===== src/quadratic_root_solver_top_macros.svh =====
// Assertion macros for the quadratic root solver.
`ifndef QUADRATIC_ROOT_SOLVER_TOP_MACROS_SVH
`define QUADRATIC_ROOT_SOLVER_TOP_MACROS_SVH
`ifndef SYNTHESIS
`define QRS_ASSERT(label, clk, rst_n, prop) \
    label: assert property (@(posedge clk) disable iff (!rst_n) prop) else $error("%m");
`define QRS_ASSERT_NORST(label, clk, prop) \
    label: assert property (@(posedge clk) prop) else $error("%m");
`else
`define QRS_ASSERT(label, clk, rst_n, prop)
`define QRS_ASSERT_NORST(label, clk, prop)
`endif
`endif


===== src/qrs_sqrt_cell.sv =====
// One restoring square root step: consumes two radicand bits, yields one root bit.
`default_nettype none
module qrs_sqrt_cell #(
    parameter int RW = 34,
    parameter int SW = 34
) (
    input  wire  logic          i_clk,
    input  wire  logic          i_en,
    input  wire  logic [RW-1:0] i_rad,
    input  wire  logic [SW-1:0] i_root,
    input  wire  logic [SW+1:0] i_rem,
    output logic [RW-1:0] o_rad,
    output logic [SW-1:0] o_root,
    output logic [SW+1:0] o_rem
);
    logic [SW+1:0] n_rem;
    logic [SW+1:0] n_trial;
    logic [SW-1:0] n_root;
    always_comb begin
        n_rem   = {i_rem[SW-1:0], i_rad[RW-1 -: 2]};
        n_trial = {i_root, 2'b01};
        if (n_rem >= n_trial) begin
            n_rem  = n_rem - n_trial;
            n_root = {i_root[SW-2:0], 1'b1};
        end else begin
            n_root = {i_root[SW-2:0], 1'b0};
        end
    end
    always_ff @(posedge i_clk) begin
        if (i_en) begin
            o_rad  <= {i_rad[RW-3:0], 2'b00};
            o_root <= n_root;
            o_rem  <= n_rem;
        end
    end
endmodule
`default_nettype wire


===== config.mk =====
export PLATFORM = sky130hd
export DESIGN_NAME = qrs_sqrt_cell
export DESIGN_NICKNAME = d
export VERILOG_FILES = /design/src/quadratic_root_solver_top_macros.svh /design/src/qrs_sqrt_cell.sv
export SDC_FILE = /design/constraint.sdc
export NUM_CORES = 1
export LEC_CHECK = 0
export BUFFER_PORTS_ARGS = -buffer_cell sky130_fd_sc_hd__buf_2
export CAP_MARGIN = 25
export CELL_PAD_IN_SITES_DETAIL_PLACEMENT = 1
export CELL_PAD_IN_SITES_GLOBAL_PLACEMENT = 1
export CORE_MARGIN = 10
export CORE_UTILIZATION = 40
export CTS_BUF_LIST = sky130_fd_sc_hd__clkbuf_2
export CTS_CLUSTER_SIZE = 8
export DETAILED_ROUTE_END_ITERATION = 10
export GPL_TIMING_DRIVEN = 0
export PLACE_DENSITY = 0.83
export SETUP_SLACK_MARGIN = 0.4
export SLEW_MARGIN = 10
export SYNTH_ARGS = -nofsm -noshare
export SYNTH_HDL_FRONTEND = slang
export SYNTH_SLANG_ARGS = --single-unit

===== constraint.sdc =====
create_clock -name i_clk -period 3.46 [get_ports i_clk]
set_clock_uncertainty 0.15 [all_clocks]
set_input_delay 0.346 -clock i_clk [delete_from_list [all_inputs] [get_ports i_clk]]
set_output_delay 0.346 -clock i_clk [all_outputs]
set_load 0.05 [all_outputs]

==> results.ini <==
[run_status]
status = completed

[clock_network]
clock_path_buffers = 2
htreeDepth = 3
cts_buffers = 9
cts_sinks = 102
cts-root-buf = clkbuf_2
clkTransAtPathRegs_ns = 0.30
cts_tree = done

[detailed_routing]
viasPerCell = 5.18
drt-pass1-iter-count = 6
vias = 5078
drt_iter0_markers = 363
wirelength_um = 21000
drtAntennaViolNets = 0
post_drt_wl_per_cell_um = 21.4
drcViolationCount = 0

[sta]
timing.fmax_ghz = 0.337
tightest_slew_ns = 0.699
maxSlewViolCount = 0
hold_viol = 0
period_needed_ns = 2.97
slew_headroom = 0.534
finalSetupViolations = 0
rsz0062_at_grt = yes
period_share = 0.859
setup_tns_ns = 0

[yosys]
yosysWarnings = 0
seq_area_frac_synth = 0.526
yosys.area.top_type_share = 0.526
synth_top_area_cell = edfxtp_1
synth_edf_count = 102
ys_types = 58
synthTopCellsByArea = edfxtp_1 53%, ha_1 7.7%, mux2_4 6.7%
ys_ff_latch = 102
synthArstFlopShare = 0
synth_cells = 472
synth_top_cells_by_count = 102 x edfxtp_1, 42 x inv_1, 36 x ha_1
syn_area_per_cell_um2 = 12.3
synth_top_flop_cell = edfxtp_1
synth_most_common_cell = edfxtp_1
syn_area_um2 = 5820

[critical_path]
max_stage_delay_ns = 0.56
crit_chain = dlygate4sd3_1 -> buf_2 -> inv_1 -> ha_1 -> clkbuf_1 -> a21oi_1 -> nor2b_1 -> o21ai_0 -> o311ai_2 -> o21ai_2 -> and4bb_1 -> or4_1
critPathBufInv = 4
crit_fanout = 7
cp_top_family = buffers and inverters
crit_required_ns = 3.76
critPathKind = input port to register
end_kind = register
crit_arrival_ns = 3.27
cp_slowest_cell = or4_1
worst_setup_path_start_kind = input port

[min_path]
hp-class = input port to register

[run]
cap_violations = 0

[global_routing]
antenna_found_initial = 2
gr-total-overflow = 0
grt_pass1_vias = 5725
gr-usage-all-layers = 0.208
grt_max_degree = 55
grt_pass1_wl_um = 32700

[place]
portBuffers = 205
gp_congestion = 0.839
hpwl_um = 13500

[layout]
drive_gt1_frac = 0.362
area_delta_synth_final_pct = 41.8
fillers = 1566
nNetsFinal = 933

[floorplan]
initial_core_util = 0.404
die_area_um2 = 19800
die_x_um = 141
dieHeight_um = 141
rows = 44
pin_count = 210
coreArea_um2 = 14400

[pwr]
total_power_mw = 3.55
power.density_nw_per_um2 = 430
combPwrFrac = 0.400
p_sw_frac = 0.403
clkPwrFrac = 0.163
internal_power_mw = 2.12
p_seq_frac = 0.437
leakagePower_nw = 3.73
ir_drop_mv = 0.172
switchingPower_mw = 1.43

[area by class of cell]
type                       instances  area, µm²  share of cell area
sequential                       102       3060               0.371
multi-input combinational        312       2510               0.304
timing repair buffer             307       2070               0.250
tap                              184        230              0.0279
inverter                          42        158              0.0191
buffer                            17        121              0.0147
clock inverter                     6       52.6             0.00637
clock buffer                      10       50.0             0.00606
antenna                            1       2.50            0.000303
[registers in the layout (all words and copies together) (netlist names)]
register / cells
o_root: 34
o_rad: 32
o_rem: 36
[layout by cell type, fill, tap and decap left out, types with 4 or more instances in the layout]
cell and instances:
dlygate4sd3_1 101, buf_2 208, nand2_1 27, nand4_1 6, ha_1 35, mux2_2 8, xnor2_1 22, o21bai_1 5
nor2b_1 5, buf_6 6, clkbuf_1 5, nand3_1 11, o21ai_0 19, nor3_1 5, a21oi_1 22, edfxtp_1 102
xor2_1 11, o211ai_1 7, mux2_4 26, inv_1 42, nor2_1 25, a21o_1 19, clkbuf_2 10, nand2b_1 4
[per-stage QoR]
step           hold slack (ns)  std cells  utilization  instance area, µm²  worst slack [ns]
2_1_floorplan            0.295        473            -                5830             0.520
3_3_place_gp             0.372        862        0.491                7080           -0.0504
3_5_place_dp             0.375        863        0.493                7110            -0.174
4_1_cts                 0.0179        980        0.570                8230             0.412
5_1_grt                 0.0281        981        0.572                8250             0.381
6_report                0.0419        981        0.572                8250             0.489
[power groups by stage]
| stage | Combinational, mW | Clock [mW] | Sequential [mW] |
|---|---|---|---|
| 4_1_cts | 1.39 | 0.579 | 1.54 |
| 5_1_grt | 1.51 | 0.647 | 1.56 |
| 6_report | 1.42 | 0.580 | 1.55 |
| 3_3_place_gp | 1.25 | 0 | 1.57 |
| 2_1_floorplan | 0.500 | 0 | 2.02 |
| 3_5_place_dp | 1.29 | 0 | 1.57 |
[worst paths after layout]
kind,start,to,slack [ns],cells past startpoint
setup / recovery,i_root[26],o_rem[35],0.49,12
hold / removal,i_rad[32],o_rem[1],0.04,4
[tightest hold or removal path, cell delays in order]
cell	delay (ns)
buf_2	0.13
inv_1	0.06
ha_1	0.12
mux2i_1	0.06
[per-layer routing]
metal  global-route usage  share of wire
met1                0.228           0.39
met3               0.0534          0.065
met2                0.374           0.52
met4               0.0826          0.026
met5                    0        0.00062
[repair_timing]
action / in CTS / in global routing
setup buffers: 0 / 0
resized for setup: 0 / 6
hold buffers: 101 / 0
endpoints found under the setup margin: 0 / 12
endpoints found under the hold margin: 101 / 0
[cell families (layout without fill, tap and decap cells)]
logic type / Yosys count / count (layout) / share of synthesized area
adder cells (fa/ha/maj): 36 / 36 / 0.0774
flip-flops: 102 / 102 / 0.526
multiplexers: 37 / 37 / 0.0877
AO/OA/AOI/OAI: 103 / 103 / 0.124
buffers and inverters: 59 / 382 / 0.0479
other: 1 / 3 / 0.000644
XOR/XNOR: 33 / 33 / 0.0496
AND/OR/NAND/NOR: 101 / 101 / 0.0868
(Power assumes the default switching activity.)
