## config.mk

```make
export PLATFORM = sky130hd
export DESIGN_NAME = qrs_div_cell
export DESIGN_NICKNAME = d
export VERILOG_FILES = /design/src/quadratic_root_solver_top_macros.svh /design/src/qrs_div_cell.sv
export SDC_FILE = /design/constraint.sdc
export NUM_CORES = 1
export LEC_CHECK = 0
export BUFFER_PORTS_ARGS = -buffer_cell sky130_fd_sc_hd__buf_2
export CAP_MARGIN = 20
export CORE_AREA = 10 10 172 174
export DETAILED_ROUTE_END_ITERATION = 12
export DIE_AREA = 0 0 182 184
export HOLD_SLACK_MARGIN = 0.15
export PLACE_DENSITY = 0.72
export SYNTH_ARGS = -nofsm -noshare
export SYNTH_HDL_FRONTEND = slang
export SYNTH_SLANG_ARGS = --single-unit
```

## constraint.sdc

```tcl
create_clock -name i_clk -period 6.95 [get_ports i_clk]
set_input_delay 0.3475 -clock i_clk [delete_from_list [all_inputs] [get_ports i_clk]]
set_output_delay 0.3475 -clock i_clk [all_outputs]
set_load 0.1 [all_outputs]
```

## src/quadratic_root_solver_top_macros.svh

```systemverilog
// Assertion macros for the quadratic root solver.
`ifndef QUADRATIC_ROOT_SOLVER_TOP_MACROS_SVH
`define QUADRATIC_ROOT_SOLVER_TOP_MACROS_SVH
`ifndef SYNTHESIS
`define QRS_ASSERT(label, clk, rst_n, prop) \
    label: assert property (@(posedge clk) disable iff (!rst_n) prop) else $error("%m");
`define QRS_ASSERT_NORST(label, clk, prop) \
    label: assert property (@(posedge clk) prop) else $error("%m");
`else
`define QRS_ASSERT(label, clk, rst_n, prop)
`define QRS_ASSERT_NORST(label, clk, prop)
`endif
`endif

```

## src/qrs_div_cell.sv

```systemverilog
// One restoring division step for two quotients sharing one divisor.
`default_nettype none
module qrs_div_cell #(
    parameter int NW = 64,
    parameter int DW = 34
) (
    input  wire  logic          i_clk,
    input  wire  logic          i_en,
    input  wire  logic [DW-1:0] i_den,
    input  wire  logic [NW-1:0] i_num_p,
    input  wire  logic [DW:0]   i_rem_p,
    input  wire  logic [NW-1:0] i_num_m,
    input  wire  logic [DW:0]   i_rem_m,
    output logic [DW-1:0] o_den,
    output logic [NW-1:0] o_num_p,
    output logic [DW:0]   o_rem_p,
    output logic [NW-1:0] o_num_m,
    output logic [DW:0]   o_rem_m
);
    logic [DW:0] n_tp, n_tm;
    always_comb begin
        n_tp = {i_rem_p[DW-1:0], i_num_p[NW-1]};
        n_tm = {i_rem_m[DW-1:0], i_num_m[NW-1]};
    end
    // Quotient bits shift into the low end of the numerator word.
    always_ff @(posedge i_clk) begin
        if (i_en) begin
            o_den <= i_den;
            if (n_tp >= {1'b0, i_den}) begin
                o_rem_p <= n_tp - {1'b0, i_den};
                o_num_p <= {i_num_p[NW-2:0], 1'b1};
            end else begin
                o_rem_p <= n_tp;
                o_num_p <= {i_num_p[NW-2:0], 1'b0};
            end
            if (n_tm >= {1'b0, i_den}) begin
                o_rem_m <= n_tm - {1'b0, i_den};
                o_num_m <= {i_num_m[NW-2:0], 1'b1};
            end else begin
                o_rem_m <= n_tm;
                o_num_m <= {i_num_m[NW-2:0], 1'b0};
            end
        end
    end
endmodule
`default_nettype wire

```

==> results.txt, run 1 <==
The startpoint kind of the worst setup timing path is a primary input. The cell area that synthesis handed to floorplanning was 11400 um^2. The placeable core region came out at 25900 um^2.

The startpoint identified for the worst hold timing path is i_rem_m[32]. For this configuration, the core starts out at a cell density of between 40 and 50%. Global routing consumed, over all layers together, 25.8% of the routing resources. The relative slew slack is between 40% and 50%. The total cell area at the placement stage is between 10000 and 15000 um^2. The post-CTS setup buffer count is 0. The async set-or-reset flop fraction in the synthesized netlist came out at 0%. Using the TritonRoute via totals, the vias-per-cell ratio works out to 5.31. The power density over cell area is between 300 and 400 nW/um^2. CTS built an H-tree with a depth of 1.

Summed over all cells, the static leakage comes to 7.31 nW. TritonCTS created 26 clock buffers. The startpoint-to-endpoint class of the critical path is primary input to flip-flop. The share of post-route cells with drive strength above 1 is 34.4%. The setup TNS after final layout came out at 0 ns.

The count of buffering cells on the critical path with inverters included is 4. The family with the most delay on the worst path is compound AO/OA/AOI/OAI gates. The synthesis-stage register bit count came out at 232.

The biggest area contributor in the post-synthesis netlist is sky130_fd_sc_hd__edfxtp_1. After detailed routing, the average wire length per cell comes to roughly 24 um. The final wirelength is approximately 46000 um. Static timing analysis puts the maximum clock frequency at roughly 240 MHz.

Including well taps, the total number of placed cells is approximately 1.7k. The maximum number of buffers from clock root to sink came out at 3. The worst setup path is captured at a flip-flop.

The maximum vdd ir drop came out at around 0.28 mV. The number of cells upsized or downsized after cts came out at 0. The number of endpoints failing setup at the final stage came out at 0.

After synthesis, the cell types taking the most area are sky130_fd_sc_hd__edfxtp_1, sky130_fd_sc_hd__ha_1, sky130_fd_sc_hd__a21oi_1. The signal on the critical path passes through dlygate4sd3_1 -> buf_2 -> inv_1 -> ha_1 -> nand3_1 -> a211oi_1 -> o31a_1 -> nor2_1 -> o311ai_4 -> or4_4 -> a31o_2 -> buf_4 -> mux2_2. The share of the Yosys chip area taken by registers is slightly above 60%. TritonCTS built the clock tree. The most used flip-flop cell after synthesis is sky130_fd_sc_hd__edfxtp_1. The via count of the first global-routing pass came to 10.1k. The die covers ~33000 um^2.

The clock net sink count is 232. The most critical setup path has its startpoint at i_den[9]. sky130_fd_sc_hd__edfxtp_1 is the most common cell in the netlist.

Leaving out filler cells and counting taps, the final layout contains between 1.5k and 2k. Setup repair after global routing left no endpoint under its margin. For the pin with the worst max-slew slack, the measured transition is approximately 0.9 ns. The routability-driven placement congestion ratio is between 0.8 and 0.9.

The number of nets in the final layout came out at around 1.8k. The number of failing hold endpoints at the final stage is 0. The half-perimeter wire length after detailed placement is about 34000 um. The Yosys step of the flow raised 0 warnings. The number of max-capacitance violations reported came out at 0. The endpoint required time on the critical path is about 7.2 ns. STA puts the critical path data arrival time at 4.41 ns. The number of enable-type register cells in the synthesized netlist came out at ~230.

The initial antenna violation count is 9. Row generation in the floorplan step produced slightly below 60 rows. The distinct cell type count of the synthesized netlist came out at 61.

The slowest stage of the critical path belongs to the cell sky130_fd_sc_hd__a31o_2. Sorting the synthesized cells by how often they occur yields sky130_fd_sc_hd__edfxtp_1, sky130_fd_sc_hd__a21oi_1, sky130_fd_sc_hd__nor2_1, sky130_fd_sc_hd__ha_1, sky130_fd_sc_hd__inv_1. The overall power is 5.02 mW. The tree is rooted in a sky130_fd_sc_hd__clkbuf_16. The largest driver fanout on the critical path is 31. The die boundary height is about 180 um.

The fill cell total of the finished layout came out at 1959. For this run, the slowest stage of the critical path takes about 0.55 ns. The detailed router's first-iteration violation count came out at ~840. The number of instances in the synthesized netlist is around 900.

The max-slew violation count was 0. The number of ports placed on the die boundary came out at 466. The design area is 16700 um^2. Of the available clock period, the critical path in the final layout requires between 50 and 60%.

The count of nets left with antenna violations once routing finished came out at 0. The average size of a mapped cell is ~13 um^2. The shortest period the worst path allows came out at about 4.1 ns. The maximum number of pins on one net before global-route repair came out at about 120. The share of the synthesized area in the top cell type came out at 61.1%. The number of nets produced by synthesis is roughly 1.2k. The first-pass GRT wire length came out at between 60000 and 70000 um. The overall overflow remaining after global route is 0. The die outline width came out at 182 um. The CTS clock-pin slew for the worst setup and hold paths is 0.06 ns.

Input and output buffers added on the ports amount to around 460. The number of detailed-route iterations in the first pass is 5. For this run, design rule violations remaining after detail routing come to 0.

The flow ran to the end, and the final reports show no timing, DRC or antenna violations. The tightest min-delay check is of the primary input to flip-flop type. The relative area change from synthesis to final layout is 46.5%. The via count is between 10k and 15k.
routing by layer:
metal  vias to the layer above  part of all wire [%]  global-route usage (%)  routed length, um
li1                       4686                     -                       -                  -
met1                      4813                    38                    29.0              17300
met2                       497                    50                    45.1              22900
met3                        89                   8.6                    8.13               3960
met4                        12                   3.9                    9.53               1790
met5                         -                  0.19                       0                 86
logic make-up after synthesis:
logic type | share of synthesized area (%)
and+or+nand+nor | 7.52
adders and majority gates | 7.82
AOI/OAI and AO/OA | 13.1
xor gates and xnor gates | 4.92
buffers and inverters | 2.98
muxes | 2.50
DFF | 61.1
cell type report:
cell class / count / area (um^2) / share of cell area (%)
sequential: 232 / 6970 / 41.7
timing repair buffer: 646 / 4160 / 24.9
multi-input combinational: 582 / 4090 / 24.5
clock buffer: 33 / 698 / 4.18
tap: 335 / 419 / 2.51
inverter: 54 / 203 / 1.21
clock inverter: 14 / 139 / 0.832
antenna: 7 / 17.5 / 0.105
report_power, final:
group          leakage (nW)  switching (mW)  internal (mW)
Sequential             2.27          0.0393           1.72
Combinational          4.63            1.48          0.410
Clock                 0.402           0.573          0.789
Total                  7.31            2.10           2.92
final timing paths:
kind	slack, ns	depth (start not counted)	endpoint
setup / recovery	2.81	13	o_rem_p[6]
hold / removal	0.16	2	o_rem_m[33]
sequential cells by signal (all words and copies together), names as in the netlist:
signal	flops
o_den	34
o_num_p	64
o_rem_p	35
o_num_m	64
o_rem_m	35
per-stage QoR:
step | worst slack [ns] | utilization (%) | hold slack [ns]
2_1_floorplan | 3.71 | - | 0.446
3_3_place_gp | 2.90 | 54.2 | 0.525
3_5_place_dp | 2.81 | 54.2 | 0.526
4_1_cts | 2.81 | 64.4 | 0.150
5_1_grt | 2.65 | 64.4 | 0.160
6_report | 2.81 | 64.4 | 0.163
timing repair:
item,in CTS,in global routing
endpoints found under the setup margin,0,0
hold endpoints to repair,178,0
hold buffers,178,0
placed cells by master, fill, tap and decap left out, drive strengths merged, types with 5 or more instances in the layout:
| master | instances |
|---|---|
| a211oi | 7 |
| a21o | 26 |
| a21oi | 102 |
| a31oi | 12 |
| and3 | 6 |
| buf | 468 |
| clkbuf | 33 |
| clkinv | 9 |
| diode | 7 |
| dlygate4sd3 | 178 |
| edfxtp | 232 |
| ha | 68 |
| inv | 56 |
| mux2 | 23 |
| nand2 | 38 |
| nand3 | 22 |
| nand4 | 9 |
| nor2 | 75 |
| nor3 | 5 |
| o211ai | 7 |
| o21ai | 41 |
| o21bai | 12 |
| xnor2 | 45 |
| xor2 | 19 |
Note: power is estimated with default switching activity, not from simulation.
==> run 2: changes to the inputs <==
--- a/config.mk
+++ b/config.mk
@@ -11,7 +11,7 @@
 export DETAILED_ROUTE_END_ITERATION = 12
 export DIE_AREA = 0 0 182 184
 export HOLD_SLACK_MARGIN = 0.15
-export PLACE_DENSITY = 0.72
+export PLACE_DENSITY = 0.74
 export SYNTH_ARGS = -nofsm -noshare
 export SYNTH_HDL_FRONTEND = slang
 export SYNTH_SLANG_ARGS = --single-unit
==> constraint.sdc (replaced) <==
create_clock -name i_clk -period 3.6 [get_ports i_clk]
set_input_delay 0.18 -clock i_clk [delete_from_list [all_inputs] [get_ports i_clk]]
set_output_delay 0.18 -clock i_clk [all_outputs]
set_load 0.1 [all_outputs]
==> run 2 against run 1 <==
  * Via count increased by 4.2%
  * Clock power grew 100%
  * Highest routed layer unchanged
  * Combinational power increased by 98%
  * Largest cell class unchanged
  * Largest power group unchanged
  * Global-route usage rose by 1.5 points
  * Die area did not move
  * Sequential cell count unchanged
  * Critical path type unchanged
  * Utilization up 2.6 points
  * Critical path depth did not move
==> results.txt, run 2 (synthesis gave the netlist of run 1 again) <==
Outcome: finished, final reports clean (unchanged). The overall die area came out at 33500 um^2 (unchanged). The residual DRC count is 0 (unchanged). The overall overflow remaining after global route came out at 0 (unchanged). The kind of path behind the tightest hold check is primary input to flip-flop (unchanged). The startpoint-to-endpoint class of the critical path was primary input to flip-flop (unchanged). The met2 track utilization from global routing is 47.7% (was 45.1%).

Leading cell types in the layout, fill and taps excluded: sky130_fd_sc_hd__buf_2, sky130_fd_sc_hd__edfxtp_1, sky130_fd_sc_hd__dlygate4sd3_1, sky130_fd_sc_hd__a21oi_1, sky130_fd_sc_hd__nor2_1 (unchanged). The die outline width was 182 um (unchanged). The via density per instance came to 5.36 (was 5.31). The maximum vdd ir drop came out at 0.541 mV (was 0.285 mV). The met1 layer usage reported by global route came to 29.7% (was 29.0%). The relative slew slack is 41.5% (was 40.5%). The die boundary height came out at 184 um (unchanged). Top flop regs: o_num_m x64, o_num_p x64 (unchanged). The layer with the highest usage is met2 (unchanged). The data arrival time of the worst path was 3.69 ns (was 4.41 ns). The total global-route track usage was 27.3% (was 25.8%).

The maximum number of buffers from clock root to sink is 3 (unchanged). The initial antenna violation count is 5 (was 9). The peak clock frequency supported by timing is ~290 MHz. The number of detailed-route iterations in the first pass was 6 (was 5).

The CTS clock-pin slew for the worst setup and hold paths is 0.06 ns (about the same). The via count of the first global-routing pass came out at 10.7k (was 10.1k). The setup TNS after final layout is 0 ns (unchanged). The half-perimeter wire length after detailed placement came out at 33800 um (was 34300 um). The max-slew violation count is 0 (unchanged). The internal power is 5.81 mW (was 2.92 mW). The combinational share of power is 37.9% (was 37.8%). The post-CTS setup buffer count is 0 (unchanged). The CTS tree is built (unchanged). The clock net sink count is 232 (unchanged). The static power due to leakage is 7.61 nW (was 7.31 nW). The number of buffers added by the clock tree synthesis step came to 25 (was 26). The number of max-capacitance violations reported is 0 (unchanged). The share of power burned in the clock network is 27.7% (was 27.2%).

RSZ-0062 raised after global routing: false (unchanged). The shortest period the worst path allows is ~3.4 ns. The power density over cell area came out at 569 nW/um^2 (was 300 nW/um^2). The total of buffers placed on input and output ports is 463 (unchanged). The maximum number of pins on one net before global-route repair came to 108 (was 123). The relative area change from synthesis to final layout is 52.4% (was 46.5%). The clock root buffer is sky130_fd_sc_hd__clkbuf_16 (unchanged). The final critical-path share of the clock period came out at a little over nine tenths.

The number of endpoints failing setup at the final stage came out at 0 (unchanged). The residual antenna-violating net count after detailed routing is 0 (unchanged). The final routed wire length divided by cell count is 24.4 um (was 24.1 um).

The fraction of power spent switching nets is 41.3% (was 41.8%). The number of levels the H-tree was split into is 1 (unchanged). The largest driver fanout on the critical path is 29 (was 31).

The startpoint kind of the worst setup timing path was a primary input (unchanged). The element type at the critical path end is a flip-flop (unchanged). The routability-driven placement congestion ratio came out at 0.924 (was 0.879). The number of failing hold endpoints at the final stage came out at 0 (unchanged). The number of nets in the final layout is 1906 (was 1846).

The power dissipated by switching net loads is 4.08 mW (was 2.10 mW). The endpoint required time on the critical path came out at 3.87 ns (was 7.22 ns). The first-pass GRT wire length is 69900 um (was 65600 um).

The overall power is 9.89 mW (was 5.02 mW). The detailed router's first-iteration violation count came out at 855 (was 836). The placeable core region is 25900 um^2 (unchanged). The number of standard-cell rows in the floorplan is 59 (unchanged).

The effective utilization at floorplan came out at 44.0% (unchanged). The via count came out at 10.5k (was 10.1k). The commonest non-fill, non-tap cell in the layout is sky130_fd_sc_hd__buf_2 (unchanged). The relative contribution of sequential cells to total power is 34.4% (was 35.1%).

The number of ports placed on the die boundary is 466 (unchanged). The share of post-route cells with drive strength above 1 came out at 34.1% (was 34.4%). The final wirelength is 47800 um (was 45900 um).

The worst-margin pin slew came out at 0.878 ns (was 0.892 ns). The global routing usage on met3 is 7.26% (was 8.13%).
## run 2: worst paths after layout
path | startpoint | end | slack [ns] | cells after the start
min | i_en | o_rem_p[9] | 0.26 | 1
max | i_den[19] | o_rem_p[26] | 0.19 | 13
## run 2: layer usage
metal,share of wire [%],up-vias
met1,36,5020
met5,0.036,-
met3,8.7,120
met4,5.7,2
met2,50,580
li1,-,4797
## run 2: power groups by stage
stage / clock network, mW / registers, mW / logic (mW)
after floorplan: 0 / 5.46 / 0.732
after global placement: 0 / 3.43 / 3.47
after detailed placement: 0 / 3.44 / 3.49
after CTS: 2.78 / 3.38 / 3.72
after global routing: 2.89 / 3.42 / 3.89
final: 2.74 / 3.40 / 3.74
## run 2: worst max-delay path, cell delays in order
cell	delay, ns
sky130_fd_sc_hd__dlygate4sd3_1	0.52
sky130_fd_sc_hd__buf_2	0.11
sky130_fd_sc_hd__inv_1	0.06
sky130_fd_sc_hd__ha_1	0.37
sky130_fd_sc_hd__and2_4	0.20
sky130_fd_sc_hd__a221o_1	0.32
sky130_fd_sc_hd__a31oi_1	0.22
sky130_fd_sc_hd__o22a_2	0.21
sky130_fd_sc_hd__o311ai_4	0.14
sky130_fd_sc_hd__or4_4	0.55
sky130_fd_sc_hd__a31o_2	0.30
sky130_fd_sc_hd__buf_12	0.20
sky130_fd_sc_hd__mux2_4	0.30
## run 2: final cells by class
type                    instances  area (um^2)
diodes                          7         17.5
multi-input cells             582         4090
repair buffers                707         4810
clock inverters                18          231
fillers                      1790         8540
clock buffers                  27          633
flip-flops and latches        232         6970
well taps                     335          419
inverters                      54          203
## run 2: timing repair
| item | in CTS | in global routing |
|---|---|---|
| setup endpoints to repair | 0 | 7 |
| gates resized for setup | 0 | 1 |
| hold endpoints to repair | 230 | 0 |
| hold buffers | 230 | 0 |
## run 2: per-stage QoR
step / cells / cell area (um^2) / utilization (%) / hold WS (ns) / setup WS (ns)
6_report: 1962 / 17400 / 67.0 / 0.255 / 0.187
5_1_grt: 1958 / 17400 / 67.0 / 0.282 / 0.0149
4_1_cts: 1955 / 17400 / 67.0 / 0.256 / 0.248
3_5_place_dp: 1680 / 14200 / 54.7 / 0.358 / 0.236
3_3_place_gp: 1680 / 14200 / 54.7 / 0.356 / 0.261
2_1_floorplan: 894 / 11400 / - / 0.279 / 0.531
==> run 3: changes to the inputs <==
--- a/config.mk
+++ b/config.mk
@@ -5,13 +5,14 @@
 export SDC_FILE = /design/constraint.sdc
 export NUM_CORES = 1
 export LEC_CHECK = 0
+export ABC_AREA = 1
 export BUFFER_PORTS_ARGS = -buffer_cell sky130_fd_sc_hd__buf_2
 export CAP_MARGIN = 20
-export CORE_AREA = 10 10 172 174
+export CORE_AREA = 10 10 180 182
 export DETAILED_ROUTE_END_ITERATION = 12
-export DIE_AREA = 0 0 182 184
+export DIE_AREA = 0 0 190 192
 export HOLD_SLACK_MARGIN = 0.15
-export PLACE_DENSITY = 0.74
+export PLACE_DENSITY = 0.75
 export SYNTH_ARGS = -nofsm -noshare
 export SYNTH_HDL_FRONTEND = slang
 export SYNTH_SLANG_ARGS = --single-unit
==> run 3 against run 2 <==
  * Sequential cell count is the same
  * Non-clock buffer count shrank 8
  * Synthesized cell count grew 71%
  * Global-route usage grew 1.5 points
  * Power shrank 0.81%
  * Routed wire length grew 14%
  * Critical path type unchanged
  * Maximum frequency grew 28%
  * Setup slack gained 0.74 ns
  * First-iteration DRC count grew 12%
  * Sequential share of layout area shrank 3.4 points
==> results.txt, run 3 <==
The overall overflow remaining after global route is 0 (unchanged). The depth of the worst hold-timing path is 1 (unchanged). The worst-margin pin slew came to 0.688 ns (was 0.878 ns).

Outcome: finished, final reports clean (unchanged). The max-slew violation count is 0 (unchanged). The placeable core region is 28600 um^2 (was 25900 um^2). The dominant cell by count in the synthesized netlist is sky130_fd_sc_hd__nand2_1 (was sky130_fd_sc_hd__edfxtp_1). The number of nets in the final layout is 2544 (was 1906). The maximum number of buffers from clock root to sink is 3 (unchanged). The clock net sink count was 232 (unchanged). The startpoint kind of the worst setup timing path is a primary input (unchanged). The power density over cell area came out at 516 nW/um^2 (was 569 nW/um^2). The overall die area came out at 36500 um^2 (was 33500 um^2). The static power due to leakage is 9.52 nW (was 7.61 nW).

The number of failing hold endpoints at the final stage came to 0 (unchanged). The number of standard cells in the final layout excluding fillers is 2650 (was 1962). The total global-route track usage came to 28.8% (was 27.3%). The design area was 19000 um^2 (was 17400 um^2). The relative slew slack came out at 54.1% (was 41.5%). The die outline width was 190 um (was 182 um). The worst-case hold path end point is o_rem_m[32] (was o_rem_p[9]). The post-synthesis cell type with the largest combined area is sky130_fd_sc_hd__edfxtp_1 (unchanged). The fill cell total of the finished layout is 2272 (was 1790). The average size of a mapped cell came out at 8.58 um^2 (was 12.7 um^2). The total of buffers placed on input and output ports came out at 463 (unchanged). The number of endpoints failing setup at the final stage is 0 (unchanged).

The number of nets produced by synthesis came to 1829 (was 1198). The maximum number of pins on one net before global-route repair came out at 87 (was 108). The distinct cell type count of the synthesized netlist came out at 28 (was 61). The critical hold path startpoint is i_en (unchanged). The via count came to 13.3k (was 10.5k). The CTS clock-pin slew for the worst setup and hold paths came out at 0.06 ns (about the same). The utilization of the core after routing came out at 66.3% (was 67.0%). The CTS tree is built (unchanged).

The share of the synthesized area in the top cell type came to 53.3% (was 61.1%). The via count of the first global-routing pass came to 13.3k (was 10.7k). Top flop regs: o_num_m x64, o_num_p x64 (unchanged).

The commonest non-fill, non-tap cell in the layout is sky130_fd_sc_hd__nand2_1 (was sky130_fd_sc_hd__buf_2). The number of levels the H-tree was split into came out at 1 (unchanged). The element type at the critical path end is a flip-flop (unchanged).

The die boundary height came out at 192 um (was 184 um). The half-perimeter wire length after detailed placement came out at 41300 um (was 33800 um). Dominant cells by area after synthesis: sky130_fd_sc_hd__edfxtp_1, sky130_fd_sc_hd__nand2_1, sky130_fd_sc_hd__ha_1 (was sky130_fd_sc_hd__edfxtp_1, sky130_fd_sc_hd__ha_1, sky130_fd_sc_hd__a21oi_1). The total cell area at the placement stage is 15800 um^2 (was 14200 um^2).

The effective utilization at floorplan is 45.7% (was 44.0%). The synthesis warning total is 0 (unchanged). The final routed wire length divided by cell count is 20.5 um (was 24.4 um). The number of instances in the synthesized netlist is 1525 (was 894). The startpoint-to-endpoint class of the critical path was primary input to flip-flop (unchanged).

The largest driver fanout on the critical path is 4 (was 29). The final wirelength came out at 54400 um (was 47800 um). The async set-or-reset flop fraction in the synthesized netlist is 0% (unchanged). The setup TNS after final layout came out at 0 ns (unchanged). The number of ports placed on the die boundary came out at 466 (unchanged). The shortest period the worst path allows came out at 2.67 ns (was 3.41 ns). The residual antenna-violating net count after detailed routing is 0 (unchanged).

The residual DRC count is 0 (unchanged). The final critical-path share of the clock period is 74.3% (was 94.8%). The peak clock frequency supported by timing came out at 374 MHz (was 293 MHz). The total instance count after detailed placement is 2366 (was 1680). The post-CTS setup buffer count is 0 (unchanged). The routability-driven placement congestion ratio was 0.967 (was 0.924). The data arrival time of the worst path was 2.95 ns (was 3.69 ns).

The endpoint required time on the critical path came out at 3.87 ns (about the same). The number of standard-cell rows in the floorplan is 62 (was 59). The first-pass GRT wire length came out at 80200 um (was 69900 um). The share of post-route cells with drive strength above 1 came out at 23.2% (was 34.1%). The number of buffers added by the clock tree synthesis step is 26 (was 25). The kind of path behind the tightest hold check is primary input to flip-flop (unchanged). The number of max-capacitance violations reported is 0 (unchanged). The number of enable-type register cells in the synthesized netlist came to 232 (unchanged).

The netlist area before placement is 13100 um^2 (was 11400 um^2). The initial antenna violation count is 7 (was 5). The via density per instance came to 5.01 (was 5.36).

RSZ-0062 raised after global routing: false (unchanged). The sequential area share after synthesis came out at 53.3% (was 61.1%). The number of detailed-route iterations in the first pass was 5 (was 6). The relative area change from synthesis to final layout is 45.2% (was 52.4%). Cell types with the highest counts after synthesis: sky130_fd_sc_hd__nand2_1, sky130_fd_sc_hd__edfxtp_1, sky130_fd_sc_hd__inv_1, sky130_fd_sc_hd__nor2_1, sky130_fd_sc_hd__nand3_1 (was sky130_fd_sc_hd__edfxtp_1, sky130_fd_sc_hd__a21oi_1, sky130_fd_sc_hd__nor2_1, sky130_fd_sc_hd__ha_1, sky130_fd_sc_hd__inv_1). The maximum vdd ir drop was 0.427 mV (was 0.541 mV). The synthesis-stage register bit count is 232 (unchanged).

Leading cell types in the layout, fill and taps excluded: sky130_fd_sc_hd__nand2_1, sky130_fd_sc_hd__buf_2, sky130_fd_sc_hd__edfxtp_1, sky130_fd_sc_hd__dlygate4sd3_1, sky130_fd_sc_hd__inv_1 (was sky130_fd_sc_hd__buf_2, sky130_fd_sc_hd__edfxtp_1, sky130_fd_sc_hd__dlygate4sd3_1, sky130_fd_sc_hd__a21oi_1, sky130_fd_sc_hd__nor2_1). The detailed router's first-iteration violation count is 960 (was 855). The clock root buffer is sky130_fd_sc_hd__clkbuf_16 (unchanged).

The most frequently used flop master after synthesis is sky130_fd_sc_hd__edfxtp_1 (unchanged).
-- run 3: changes by cell type after synthesis, sizes merged, moves of 23 or more --
cell / previous run / this run
a21o: 26 / 3
a21oi: 102 / 53
inv: 54 / 230
mux2: 23 / 0
nand2: 38 / 625
nand3: 22 / 74
nor2: 75 / 130
o21ai: 41 / 12
xnor2: 45 / 2
-- run 3: logic make-up after synthesis --
group / count (synthesis) / share of synthesized area [%]
buffers and inverters: 242 / 7.48
flip-flops: 232 / 53.3
adder cells (fa/ha/maj): 70 / 6.81
XOR/XNOR: 36 / 2.41
AND/OR/NAND/NOR: 869 / 26.9
AO/OA/AOI/OAI: 76 / 3.17
-- run 3: worst max path at each step --
stage	startpoint	end	slack, ns	depth (start not counted)
final	i_den[0]	o_rem_p[22]	0.93	14
after CTS	i_den[0]	o_rem_p[22]	0.98	14
after global placement	i_den[0]	o_rem_p[22]	0.99	13
after global routing	i_den[26]	o_rem_p[23]	0.74	15
after detailed placement	i_den[0]	o_rem_p[22]	0.96	13
after floorplan	i_den[14]	o_rem_p[26]	1.76	14
-- run 3: per-layer routing --
layer / vias up / share of wire [%] / GRT usage (%)
li1: 6348 / - / -
met1: 6166 / 37 / 32.3
met2: 625 / 50 / 51.3
met3: 138 / 7.2 / 5.53
met4: 2 / 5.6 / 14.7
met5: - / 0.024 / 0
-- run 3: worst max-delay path, cell delays in order --
cell and delay, ns:
sky130_fd_sc_hd__dlygate4sd3_1 0.53, sky130_fd_sc_hd__buf_2 0.16, sky130_fd_sc_hd__ha_1 0.19, sky130_fd_sc_hd__inv_1 0.10, sky130_fd_sc_hd__fa_1 0.32, sky130_fd_sc_hd__nand2_1 0.11
sky130_fd_sc_hd__nor2_1 0.13, sky130_fd_sc_hd__nor2_1 0.09, sky130_fd_sc_hd__o21ai_0 0.54, sky130_fd_sc_hd__nand2_1 0.16, sky130_fd_sc_hd__nand2_1 0.10, sky130_fd_sc_hd__nand2_1 0.05
sky130_fd_sc_hd__nand3_1 0.17, sky130_fd_sc_hd__nand2_1 0.10
-- run 3: report_power, final --
part / total, mW / internal (mW) / switching (mW)
Combinational: 3.82 / 0.784 / 3.03
Sequential: 3.39 / 3.31 / 0.0778
Clock: 2.60 / 1.52 / 1.09
Total: 9.81 / 5.61 / 4.20
-- run 3: area by class of cell --
type / count / area [um^2] / area share, %
diodes: 7 / 17.5 / 0.0922
clock buffers: 34 / 702 / 3.70
clock inverters: 13 / 121 / 0.639
inverters: 230 / 866 / 4.56
multi-input cells: 1051 / 5140 / 27.0
flip-flops and latches: 232 / 6970 / 36.7
well taps: 384 / 480 / 2.53
repair buffers: 699 / 4700 / 24.7
-- run 3: stage by stage --
step | power (mW) | worst slack, ns | hold WS, ns
6_report | 9.81 | 0.927 | 0.184
4_1_cts | 9.81 | 0.978 | 0.168
2_1_floorplan | 6.22 | 1.76 | 0.279
3_5_place_dp | 7.01 | 0.958 | 0.358
3_3_place_gp | 6.98 | 0.990 | 0.357
5_1_grt | 10.2 | 0.738 | 0.201
-- run 3: repair_timing --
action                    in CTS  in global routing
hold endpoints to repair     230                  0
hold buffers                 230                  0
gates resized for setup        0                  0
